## src/hdl/slfe_pkg.sv

```systemverilog
// Shared types, constants and the CRC-16/XMODEM byte update for the SLIP frame encoder.
`timescale 1ns / 1ps

package slfe_pkg;

    localparam logic [7:0] END_CHAR    = 8'd192;
    localparam logic [7:0] ESC_CHAR    = 8'd219;
    localparam logic [7:0] ESC_END     = 8'd220;
    localparam logic [7:0] ESC_ESC     = 8'd221;
    localparam logic [7:0] MARK_FIRST  = 8'hF0;
    localparam logic [7:0] MARK_SECOND = 8'hE0;
    localparam logic [15:0] CRC_INIT   = 16'h0000;
    localparam logic [1:0] POS_SAT     = 2'd2;

    typedef struct packed {
        logic [7:0] data_byte;
        logic       last_byte;
    } in_item_t;

    typedef struct packed {
        logic [7:0] out_byte;
        logic       run_last;
        logic       frame_end;
    } out_item_t;

    // One classified item handed from the front to the back.
    typedef struct packed {
        logic        open_frame;
        logic [7:0]  data;
        logic        last;
        logic [15:0] crc;
    } job_t;

    typedef enum logic [2:0] {
        PH_OPEN,
        PH_DATA,
        PH_CRC_HI,
        PH_CRC_LO,
        PH_CLOSE
    } phase_t;

    function automatic logic [15:0] crc_update(input logic [15:0] crc, input logic [7:0] b);
        logic [7:0] x;
        x = crc[15:8] ^ b;
        x = x ^ {4'h0, x[7:4]};
        return {crc[7:0], 8'h00} ^ {x[3:0], 12'h000} ^ {3'b000, x, 5'b00000} ^ {8'h00, x};
    endfunction

endpackage

```

## src/hdl/slip_frame_encoder_crc16.sv

```systemverilog
// Top level of the SLIP frame encoder with CRC-16/XMODEM trailer.
//
//   channel   handshake                 carries
//   input     push / full               item   : data_byte, last_byte
//   result    pop / empty               result : out_byte, run_last, frame_end
//   config    cfg_valid / cfg_ready     cfg_data : header_mark_enable
//
// The front builds a job combinationally and hands it to a two-entry queue; it takes a
// new item every cycle while the queue has room. The back emits one frame byte per cycle
// while the output is free or popped: an item gives 1 to 8 result bytes, usually 1 or 2.
// Reset clears packet state, the queue and the output valid flag; header marking resets on.
// A stalled result holds in the output register while the front keeps filling the queue.
`timescale 1ns / 1ps

module slip_frame_encoder_crc16
(
    input  logic                clk,
    input  logic                rst_n,
    input  logic                push,
    output logic                full,
    input  slfe_pkg::in_item_t  item,
    output logic                empty,
    input  logic                pop,
    output slfe_pkg::out_item_t result,
    input  logic                cfg_valid,
    output logic                cfg_ready,
    input  logic                cfg_data
);

    logic           job_push;
    logic           job_full;
    logic           job_pop;
    logic           job_valid;
    slfe_pkg::job_t job_in;
    slfe_pkg::job_t job_out;

    assign cfg_ready = 1'b1;
    assign full      = job_full;

    slfe_front u_front
    (
        .clk      (clk),
        .rst_n    (rst_n),
        .push     (push),
        .item     (item),
        .cfg_we   (cfg_valid && cfg_ready),
        .cfg_data (cfg_data),
        .job_full (job_full),
        .job_push (job_push),
        .job      (job_in)
    );

    slfe_queue u_queue
    (
        .clk      (clk),
        .rst_n    (rst_n),
        .wr       (job_push),
        .wr_job   (job_in),
        .full     (job_full),
        .rd       (job_pop),
        .nonempty (job_valid),
        .rd_job   (job_out)
    );

    slfe_back u_back
    (
        .clk       (clk),
        .rst_n     (rst_n),
        .job_valid (job_valid),
        .job       (job_out),
        .job_pop   (job_pop),
        .empty     (empty),
        .pop       (pop),
        .result    (result)
    );

endmodule

```

## src/hdl/slfe_front.sv

```systemverilog
// Front end: takes input items, applies header marks, folds the CRC and builds jobs.
`timescale 1ns / 1ps

module slfe_front
(
    input  logic              clk,
    input  logic              rst_n,
    input  logic              push,
    input  slfe_pkg::in_item_t item,
    input  logic              cfg_we,
    input  logic              cfg_data,
    input  logic              job_full,
    output logic              job_push,
    output slfe_pkg::job_t    job
);

    logic        mark_en_reg;
    logic        in_packet_reg;
    logic        in_packet_next;
    logic [1:0]  pos_reg;
    logic [1:0]  pos_next;
    logic [15:0] crc_reg;
    logic [15:0] crc_next;
    logic [1:0]  pos_cur;
    logic [15:0] crc_cur;
    logic [7:0]  marked;
    logic [15:0] crc_new;

    assign job_push = push && !job_full;

    always_comb
    begin
        pos_cur = in_packet_reg ? pos_reg : 2'd0;
        crc_cur = in_packet_reg ? crc_reg : slfe_pkg::CRC_INIT;
        marked  = item.data_byte;
        if (mark_en_reg)
        begin
            if (pos_cur == 2'd0)
            begin
                marked = item.data_byte | slfe_pkg::MARK_FIRST;
            end
            else if (pos_cur == 2'd1)
            begin
                marked = item.data_byte | slfe_pkg::MARK_SECOND;
            end
        end
        crc_new = slfe_pkg::crc_update(crc_cur, marked);

        job.open_frame = !in_packet_reg;
        job.data       = marked;
        job.last       = item.last_byte;
        job.crc        = crc_new;

        in_packet_next = in_packet_reg;
        pos_next       = pos_reg;
        crc_next       = crc_reg;
        if (job_push)
        begin
            if (item.last_byte)
            begin
                // drop back to awaiting an opening byte
                in_packet_next = 1'b0;
                pos_next       = 2'd0;
                crc_next       = slfe_pkg::CRC_INIT;
            end
            else
            begin
                in_packet_next = 1'b1;
                pos_next       = (pos_cur == slfe_pkg::POS_SAT) ? pos_cur : pos_cur + 2'd1;
                crc_next       = crc_new;
            end
        end
    end

    always_ff @(posedge clk or negedge rst_n)
    begin
        if (!rst_n)
        begin
            mark_en_reg   <= 1'b1;
            in_packet_reg <= 1'b0;
            pos_reg       <= 2'd0;
            crc_reg       <= slfe_pkg::CRC_INIT;
        end
        else
        begin
            if (cfg_we)
            begin
                mark_en_reg <= cfg_data;
            end
            in_packet_reg <= in_packet_next;
            pos_reg       <= pos_next;
            crc_reg       <= crc_next;
        end
    end

endmodule

```

## src/hdl/slfe_queue.sv

```systemverilog
// Two-entry job queue between the front end and the back end.
`timescale 1ns / 1ps

module slfe_queue
(
    input  logic           clk,
    input  logic           rst_n,
    input  logic           wr,
    input  slfe_pkg::job_t wr_job,
    output logic           full,
    input  logic           rd,
    output logic           nonempty,
    output slfe_pkg::job_t rd_job
);

    slfe_pkg::job_t mem_reg [2];
    logic       wptr_reg;
    logic       rptr_reg;
    logic [1:0] count_reg;
    logic [1:0] count_next;

    assign full     = (count_reg == 2'd2);
    assign nonempty = (count_reg != 2'd0);
    assign rd_job   = mem_reg[rptr_reg];

    always_comb
    begin
        count_next = count_reg;
        if (wr && !rd)
        begin
            count_next = count_reg + 2'd1;
        end
        else if (rd && !wr)
        begin
            count_next = count_reg - 2'd1;
        end
    end

    always_ff @(posedge clk)
    begin
        if (wr)
        begin
            mem_reg[wptr_reg] <= wr_job;
        end
    end

    always_ff @(posedge clk or negedge rst_n)
    begin
        if (!rst_n)
        begin
            wptr_reg  <= 1'b0;
            rptr_reg  <= 1'b0;
            count_reg <= 2'd0;
        end
        else
        begin
            if (wr)
            begin
                wptr_reg <= !wptr_reg;
            end
            if (rd)
            begin
                rptr_reg <= !rptr_reg;
            end
            count_reg <= count_next;
        end
    end

endmodule

```

## src/hdl/slfe_back.sv

```systemverilog
// Back end: escapes each job into frame bytes, one per cycle unless the output register stalls.
`timescale 1ns / 1ps

module slfe_back
(
    input  logic              clk,
    input  logic              rst_n,
    input  logic              job_valid,
    input  slfe_pkg::job_t    job,
    output logic              job_pop,
    output logic              empty,
    input  logic              pop,
    output slfe_pkg::out_item_t result
);

    slfe_pkg::phase_t phase_reg;
    slfe_pkg::phase_t phase_next;
    slfe_pkg::phase_t phase_cur;
    logic       esc_reg;
    logic       esc_next;
    logic       out_valid_reg;
    slfe_pkg::out_item_t out_reg;
    logic       load;
    logic [7:0] src;
    logic       needs_esc;
    logic       byte_done;
    logic       finish;
    slfe_pkg::out_item_t emit;

    assign empty  = !out_valid_reg;
    assign result = out_reg;
    assign load   = job_valid && (!out_valid_reg || pop);

    always_ff @(posedge clk or negedge rst_n)
    begin
        if (!rst_n)
        begin
            phase_reg     <= slfe_pkg::PH_OPEN;
            esc_reg       <= 1'b0;
            out_valid_reg <= 1'b0;
        end
        else
        begin
            phase_reg <= phase_next;
            esc_reg   <= esc_next;
            if (load)
            begin
                out_valid_reg <= 1'b1;
            end
            else if (pop)
            begin
                out_valid_reg <= 1'b0;
            end
        end
    end

    always_ff @(posedge clk)
    begin
        if (load)
        begin
            out_reg <= emit;
        end
    end

    always_comb
    begin
        // skip the opening END when the packet is already open
        phase_cur = phase_reg;
        if (phase_reg == slfe_pkg::PH_OPEN && !job.open_frame)
        begin
            phase_cur = slfe_pkg::PH_DATA;
        end

        case (phase_cur)
            slfe_pkg::PH_DATA:   src = job.data;
            slfe_pkg::PH_CRC_HI: src = job.crc[15:8];
            slfe_pkg::PH_CRC_LO: src = job.crc[7:0];
            default:             src = slfe_pkg::END_CHAR;
        endcase

        needs_esc = (phase_cur inside {slfe_pkg::PH_DATA, slfe_pkg::PH_CRC_HI,
                                       slfe_pkg::PH_CRC_LO})
                    && (src == slfe_pkg::END_CHAR || src == slfe_pkg::ESC_CHAR);

        emit.frame_end = (phase_cur == slfe_pkg::PH_CLOSE);
        if (esc_reg)
        begin
            emit.out_byte = (src == slfe_pkg::END_CHAR) ? slfe_pkg::ESC_END : slfe_pkg::ESC_ESC;
            byte_done     = 1'b1;
        end
        else if (needs_esc)
        begin
            emit.out_byte = slfe_pkg::ESC_CHAR;
            byte_done     = 1'b0;
        end
        else
        begin
            emit.out_byte = src;
            byte_done     = 1'b1;
        end

        finish = 1'b0;
        phase_next = phase_reg;
        case (phase_cur)
            slfe_pkg::PH_OPEN:   phase_next = slfe_pkg::PH_DATA;
            slfe_pkg::PH_DATA:
            begin
                if (job.last)
                begin
                    phase_next = slfe_pkg::PH_CRC_HI;
                end
                else
                begin
                    finish = 1'b1;
                end
            end
            slfe_pkg::PH_CRC_HI: phase_next = slfe_pkg::PH_CRC_LO;
            slfe_pkg::PH_CRC_LO: phase_next = slfe_pkg::PH_CLOSE;
            slfe_pkg::PH_CLOSE:  finish = 1'b1;
            default:             finish = 1'b1;
        endcase
        finish = finish && byte_done;
        if (finish)
        begin
            phase_next = slfe_pkg::PH_OPEN;
        end
        emit.run_last = finish;

        // hold everything unless a byte actually moves into the output register
        esc_next = esc_reg;
        job_pop  = 1'b0;
        if (load)
        begin
            esc_next = !byte_done;
            job_pop  = finish;
            if (!byte_done)
            begin
                phase_next = phase_reg;
            end
        end
        else
        begin
            phase_next = phase_reg;
        end
    end

endmodule

```

## config.mk

```make
export PLATFORM = sky130hd
export DESIGN_NAME = slip_frame_encoder_crc16
export DESIGN_NICKNAME = d
export VERILOG_FILES = /design/src/hdl/slfe_pkg.sv /design/src/hdl/slip_frame_encoder_crc16.sv /design/src/hdl/slfe_front.sv /design/src/hdl/slfe_queue.sv /design/src/hdl/slfe_back.sv
export SDC_FILE = /design/constraint.sdc
export NUM_CORES = 1
export LEC_CHECK = 0
export BUFFER_PORTS_ARGS = -buffer_cell sky130_fd_sc_hd__buf_4
export CELL_PAD_IN_SITES_DETAIL_PLACEMENT = 0
export CELL_PAD_IN_SITES_GLOBAL_PLACEMENT = 1
export CORE_ASPECT_RATIO = 2
export CORE_MARGIN = 4
export CORE_UTILIZATION = 40
export CTS_CLUSTER_SIZE = 40
export DETAILED_ROUTE_END_ITERATION = 10
export PLACE_DENSITY = 0.76
export SYNTH_ARGS = -nofsm -noshare
export SYNTH_HDL_FRONTEND = slang
export SYNTH_SLANG_ARGS = --single-unit
```

## constraint.sdc

```tcl
create_clock -name clk -period 3.28 [get_ports clk]
set_input_delay 0.328 -clock clk [delete_from_list [all_inputs] [get_ports clk]]
set_output_delay 0.328 -clock clk [all_outputs]
set_load 0.02 [all_outputs]
```

==> flow_summary_export.csv, run 1 <==
group,metric,value,unit
floorplan,start_util,0.414,
sta,setup_violations,0,
synth,syn_nets,339,
sta,skew,0.00611,ns
synth,ys_warn_count,0,
global_route,antenna_found_initial,0,
cts,clk-insertion-delay-late,0.34,ns
place,port-buffer-count,26,
sta,period_minus_slack,3.09,ns
global_route,grt_pass1_vias,2813,
sta,max_slew_margin,0.469,
synth,yosysSeqAreaShare,0.613,
sta,hold_slack,0.140,ns
pwr,total_power,0.00558,W
synth,syn_avg_cell_area,13.2,µm²
global_route,track_usage,0.153,
setup_path,r2r-start,"u_back.phase_reg[2]",
routing,routedWlPerCell,16.9,µm
setup_path,path_depth,11,
cts,path_clk_slew,0.06,ns
floorplan,fp.dieW,80.7,µm
global_route,grt_pass1_wl,14100,µm
sta,fin_crit_sh,0.941,
hold_path,min_path_type,"in -> reg",
cts,cts_root_buf,"clkbuf_16",
sta,fin_setup_tns,0,ns
synth,syn_area,4220,µm²
sta,rsz0062_at_grt,"false",
cts,cts_max_level,3,
finish,regArea,2590,µm²
floorplan,core_region_area,10200,µm²
pwr,leakage,1.95,nW
pwr,peakVddDrop,0.381,mV
setup_path,worstRegToRegCells,11,
sta,slew_violations,0,
outcome,run_status,"finished clean",
setup_path,crit_top_cell,"xor2_1",
sta,worst_slew_pin_slew,0.791,ns
sta,fmax,324,MHz
synth,synthCells,321,
setup_path,critPathBufInv,1,
run,maxCapViolations,0,
setup_path,start_kind,"register",
setup_path,worstPathCellList,"or3b_4 -> o22a_1 -> a221o_1 -> or4_4 -> a211oi_4 -> nor3_2 -> inv_1 -> ha_1 -> xor2_1 -> nor2_1 -> xor2_1",
setup_path,ff2ff_setup_slack,0.19,ns
cts,cts_tree,"built",
routing,drt-total-wl,8490,µm
finish,largest_reg_flops,52,
sta,hold_viol,0,
routing,drtIter0Drc,157,
routing,drc_errors,0,
hold_path,worstHoldEndpoint,"u_front.mark_en_reg",
synth,synth_edf_count,62,
routing,firstDrtPassIters,4,
hold_path,hp-start,"cfg_valid",
cts,numCtsBuffers,9,
pwr,powerDensity,1120,nW/µm²
cts,clock-sinks,91,
synth,async_reset_ff_frac,0.319,
global_route,grt_start_max_net_pins,30,
routing,vias,2636,
finish,final_nets,380,
floorplan,die_area,12400,µm²
finish,diodes,0,
finish,n_fill_cell,906,
cts,clock_path_buffers,2,
setup_path,critical-path-max-stage-delay,0.56,ns
setup_path,r2r_end,"u_queue.count_reg[1]",
setup_path,cp-end-kind,"register",
hold_path,hold_depth,2,
setup_path,arrival,3.31,ns
global_route,overflow,0,
synth,synth-main-ff-cell,"edfxtp_1",
setup_path,cp_slowest_cell,"or4_4",
finish,multiInputGateArea,1530,µm²
floorplan,die_y,153,µm
place,dp_hpwl,6450,µm
setup_path,cp_max_fo,7,
setup_path,path_class,"reg -> reg",
place,gp_congestion,0.820,
synth,yosysUniqueCellTypes,52,
finish,drive_gt1_frac,0.221,
finish,syn_to_final_growth,17.5,%
routing,drt-vias-per-instance,5.25,
finish,fin_util,0.486,
setup_path,worstPathRequired,3.50,ns
setup_path,critical_path.top_delay_family,"simple AND/OR/NAND/NOR gates",
synth,synth_seq_cells,91,
floorplan,rows,52,
routing,ant_nets,0,
floorplan,num_io_pins,28,
routing by layer:
metal / part of all wire / GRT usage / vias to the layer above
li1: - / - / 1270
met1: 0.35 / 0.155 / 1284
met2: 0.57 / 0.282 / 57
met3: 0.038 / 0.0312 / 25
met4: 0.037 / 0.0798 / 0
met5: 0 / 0 / -
power breakdown:
group          total (W)  switching [W]  internal (W)
clock network    0.00102       0.000427      0.000592
logic            0.00246        0.00141       0.00106
registers        0.00210       0.000207       0.00190
what timing repair did:
action / CTS / global route
hold endpoints to repair: 28 / 0
gates resized for setup: 0 / 1
endpoints found under the setup margin: 0 / 1
hold buffers: 1 / 0
buffers inserted: 0 / 1
per-stage QoR:
step / cells / instance area [µm²] / setup WS, ns
2_1_floorplan: 321 / 4220 / 0.203
4_1_cts: 501 / 4950 / 0.117
5_1_grt: 502 / 4960 / 0.0444
3_3_place_gp: 484 / 4650 / 0.146
3_5_place_dp: 484 / 4650 / 0.127
6_report: 502 / 4960 / 0.193
cell type report:
class / instances / area share
Clock buffer: 10 / 0.0461
Multi-Input combinational cell: 203 / 0.308
Sequential cell: 91 / 0.521
Tap cell: 135 / 0.0340
Clock inverter: 6 / 0.0131
Inverter: 12 / 0.00907
Timing Repair Buffer: 45 / 0.0685
cell usage after synthesis (all sizes together) (2+ instances only):
cell	number	area [µm²]
xnor2	20	175
or3	2	12.5
dfrtp	28	701
nand3b	2	15.0
o21ai	4	20.0
a31o	6	52.6
a21oi	12	60.1
ha	3	37.5
and2	7	43.8
edfxtp	62	1860
xor2	9	78.8
nand2	32	120
or2	3	18.8
mux2	12	135
o211ai	2	15.0
buf	8	41.3
inv	12	45.0
o31ai	2	15.0
a221o	6	60.1
mux4	2	45.0
nor3	3	20.0
nor2	11	43.8
a211o	4	35.0
nand3	2	10.0
mux2i	16	160
and3	3	18.8
clkbuf	7	26.3
a211oi	7	65.1
a22o	10	87.6
o22a	6	52.6
nand2b	5	31.3
cell families after synthesis:
family                   synth area share
AND/OR/NAND/NOR                    0.0868
XOR/XNOR                           0.0601
AO/OA/AOI/OAI                       0.123
multiplexers                       0.0806
adder cells (fa/ha/maj)           0.00889
other                            0.000888
buffers and inverters              0.0267
flip-flops                          0.613
cells in the final DEF (no fill, tap or decap), types with 2 or more instances in the layout:
| cell type | n |
|---|---|
| edfxtp_1 | 62 |
| buf_4 | 44 |
| nand2_1 | 32 |
| dfrtp_1 | 28 |
| xnor2_1 | 20 |
| mux2i_1 | 16 |
| inv_1 | 12 |
| a21oi_1 | 12 |
| a22o_1 | 10 |
| nor2_1 | 9 |
| xor2_1 | 9 |
| clkbuf_16 | 9 |
| mux2_1 | 7 |
| and2_1 | 7 |
| o22a_1 | 6 |
| a211oi_1 | 6 |
| a221o_1 | 6 |
| a31o_2 | 6 |
| nand2b_1 | 5 |
| mux2_2 | 5 |
| a211o_1 | 4 |
| and3_1 | 3 |
| o21ai_0 | 3 |
| ha_1 | 3 |
| o211ai_1 | 2 |
| nand3b_1 | 2 |
| mux4_2 | 2 |
| o31ai_1 | 2 |
| or3_1 | 2 |
| nand3_1 | 2 |
| or2_2 | 2 |
| nor3_1 | 2 |
| nor2_2 | 2 |
| clkinv_2 | 2 |
worst max path at each step:
stage                                end           startpoint  slack (ns)
finish              u_queue.count_reg[1]  u_back.phase_reg[2]        0.19
global route        u_queue.count_reg[1]  u_back.phase_reg[0]        0.04
CTS                 u_queue.count_reg[1]  u_back.phase_reg[2]        0.12
detailed placement  u_queue.count_reg[1]  u_back.phase_reg[2]        0.13
global placement    u_queue.count_reg[1]  u_back.phase_reg[2]        0.15
floorplan           u_queue.count_reg[1]  u_back.phase_reg[1]        0.20
Power figures use the tool's default switching activity.
==> inputs of run 2 (changes only) <==
--- a/config.mk
+++ b/config.mk
@@ -5,6 +5,7 @@
 export SDC_FILE = /design/constraint.sdc
 export NUM_CORES = 1
 export LEC_CHECK = 0
+export ABC_AREA = 1
 export BUFFER_PORTS_ARGS = -buffer_cell sky130_fd_sc_hd__buf_4
 export CELL_PAD_IN_SITES_DETAIL_PLACEMENT = 0
 export CELL_PAD_IN_SITES_GLOBAL_PLACEMENT = 1
@@ -13,7 +14,8 @@
 export CORE_UTILIZATION = 40
 export CTS_CLUSTER_SIZE = 40
 export DETAILED_ROUTE_END_ITERATION = 10
-export PLACE_DENSITY = 0.76
+export PLACE_DENSITY = 0.79
+export RECOVER_POWER = 50
 export SYNTH_ARGS = -nofsm -noshare
 export SYNTH_HDL_FRONTEND = slang
 export SYNTH_SLANG_ARGS = --single-unit
==> flow_summary_export.csv, run 2 <==
group,metric,value,unit
sta,slew_violations,30,
synth,synth_top_family_by_area,"simple AND/OR/NAND/NOR gates",
place,port-buffer-count,26,
place,dp_hpwl,6170,µm
routing,drt-vias-per-instance,4.63,
routing,drc_errors,0,
cts,cts_tree,"built",
pwr,peakVddDrop,0.488,mV
synth,muxShareOfSynthArea,0.00500,
routing,firstDrtPassIters,4,
synth,syn_area,4260,µm²
finish,regArea,2590,µm²
synth,syn_nets,451,
synth,synthTopCellsByArea,"edfxtp_1 (44%), dfrtp_1 (16%), nand2_1 (16%)",
synth,yosysTopAreaCell,"edfxtp_1",
setup_path,critPathBufInv,2,
setup_path,worstPathRequired,3.37,ns
synth,yosys.cell_count.top_type,"nand2_1",
setup_path,start_kind,"register",
floorplan,num_io_pins,28,
synth,synth_xor_area_frac,0.0506,
cts,clock-sinks,91,
outcome,run_status,"complete, but fails checks",
synth,ys_warn_count,0,
floorplan,fp.dieW,80.9,µm
global_route,overflow,0,
place,gp_congestion,0.866,
setup_path,setup.worst_path.end,"u_queue.mem_reg[1][12]",
setup_path,r2r-start,"u_front.in_packet_reg",
cts,path_clk_slew,0.06,ns
hold_path,min_path_type,"in -> reg",
routing,ant_nets,0,
setup_path,cp-end-kind,"register",
setup_path,critical-path-max-stage-delay,0.68,ns
routing,vias,2812,
setup_path,arrival,3.02,ns
finish,multiInputGateArea,1410,µm²
setup_path,worstRegToRegCells,7,
synth,syn_avg_cell_area,9.83,µm²
synth,synth_compound_area_frac,0.0479,
sta,setup_violations,0,
synth,synth_top_area_share,0.438,
finish,final_nets,483,
synth,synth_seq_cells,91,
setup_path,path_class,"reg -> reg",
setup_path,crit_start,"u_front.in_packet_reg",
routing,drt-total-wl,8110,µm
synth,synthCells,433,
floorplan,die_area,12500,µm²
sta,max_slew_margin,-0.128,
setup_path,ff2ff_setup_slack,0.34,ns
pwr,powerDensity,1100,nW/µm²
synth,synth_edf_count,62,
place,place_inst,590,
finish,diodes,0,
routing,drtIter0Drc,88,
floorplan,core_region_area,10500,µm²
finish,final_cell_count_no_fill,607,
global_route,antenna_found_initial,0,
setup_path,crit_top_cell,"xnor2_1",
sta,fin_crit_sh,0.895,
cts,cts_root_buf,"clkbuf_16",
synth,synthSimpleGateAreaFrac,0.218,
cts,numCtsBuffers,9,
finish,final_cell_mix,"nand2_1 (177), edfxtp_1 (62), inv_1 (40)",
sta,skew,0.00547,ns
floorplan,start_util,0.406,
setup_path,path_depth,7,
setup_path,r2r_end,"u_queue.mem_reg[1][12]",
run,maxCapViolations,1,
setup_path,critical_path.top_delay_family,"XOR/XNOR gates",
sta,period_minus_slack,2.94,ns
synth,yosysUniqueCellTypes,38,
global_route,grt_start_max_net_pins,30,
synth,yosys.area_share.adder,0.00882,
finish,layout_commonest_cell,"nand2_1",
cts,cts_max_level,3,
finish,n_fill_cell,1082,
global_route,grt_pass1_vias,2862,
setup_path,worstPathCellList,"clkbuf_1 -> nand2_2 -> xnor2_1 -> xor2_2 -> xnor2_1 -> xor2_1 -> inv_1",
finish,largest_reg_flops,52,
setup_path,cp_max_fo,18,
sta,worst_slew_pin_slew,1.69,ns
synth,yosys-top-cells-count,"nand2_1 (177), edfxtp_1 (62), inv_1 (40)",
sta,hold_viol,0,
global_route,grt_pass1_wl,13600,µm
cts,cts_resized,0,
floorplan,rows,53,
sta,rsz0062_at_grt,"false",
sta,fmax,340,MHz
finish,syn_to_final_growth,13.3,%
global_route,track_usage,0.144,
synth,async_reset_ff_frac,0.319,
sta,fin_setup_tns,0,ns
pwr,leakage,2.10,nW
cts,clock_path_buffers,2,
synth,synth-main-ff-cell,"edfxtp_1",
cts,clk-insertion-delay-late,0.34,ns
floorplan,die_y,154,µm
outcome,violations,"capacitance limit, slew limit",
finish,drive_gt1_frac,0.113,
synth,yosysSeqAreaShare,0.608,
routing,routedWlPerCell,13.4,µm
setup_path,cp_slowest_cell,"clkbuf_1",
[run 2: cell types whose count changed after synthesis, moves of 8 or more]
| cell | before | now |
|---|---|---|
| nand2_1 | 32 | 177 |
| inv_1 | 12 | 40 |
| o21ai_0 | 3 | 15 |
| mux2i_1 | 16 | 1 |
| a22o_1 | 10 | 2 |
| xnor2_1 | 20 | 7 |
[run 2: timing repair]
item,CTS,global route
hold buffers,1,0
endpoints found under the hold margin,28,0
setup buffers,0,0
endpoints found under the setup margin,0,0
[run 2: metal layers]
layer,vias up,global-route usage,part of all wire
li1,1437,-,-
met1,1299,0.151,0.38
met2,56,0.259,0.55
met3,20,0.0287,0.030
met4,0,0.0806,0.037
met5,-,0,0
[run 2: area by class of cell]
type                    count  area share
inverters                  47      0.0371
well taps                 137      0.0356
repair buffers             32      0.0337
clock buffers              11      0.0483
flip-flops and latches     91       0.537
multi-input cells         284       0.292
clock inverters             5      0.0161
[run 2: worst reg2reg max path, stage by stage (launching register included)]
cell	delay [ns]
dfrtp_1	0.38
clkbuf_1	0.68
nand2_2	0.10
xnor2_1	0.63
xor2_2	0.38
xnor2_1	0.21
xor2_1	0.23
inv_1	0.07
[run 2: worst min path at each step]
stage | from | end | cells past startpoint
floorplan | rst_n | u_back.esc_reg | 0
global placement | rst_n | u_queue.wptr_reg | 1
detailed placement | rst_n | u_queue.wptr_reg | 1
CTS | pop | u_back.out_valid_reg | 2
global route | pop | u_back.out_valid_reg | 2
finish | pop | u_back.out_valid_reg | 2
[run 2: cell families after synthesis]
logic type / after synthesis
XOR/XNOR: 22
adder cells (fa/ha/maj): 3
AND/OR/NAND/NOR: 222
AO/OA/AOI/OAI: 34
other: 1
multiplexers: 2
flip-flops: 91
buffers and inverters: 58
[run 2: per-stage QoR]
stage          hold WS [ns]  utilization  power, W  setup slack [ns]  instance area [µm²]
3_3_place_gp          0.285        0.438   0.00433             0.670                 4590
4_1_cts               0.164        0.468   0.00547             0.592                 4910
3_5_place_dp          0.292        0.438   0.00439             0.602                 4590
5_1_grt               0.164        0.460   0.00575             0.197                 4820
6_report              0.174        0.460   0.00532             0.343                 4820
2_1_floorplan        0.0324            -   0.00377             0.978                 4260
[run 2: where the power goes]
part           internal (W)  switching (W)  leakage (nW)
logic              0.000656        0.00152          1.01
clock network      0.000665       0.000401         0.150
registers           0.00188       0.000194         0.940
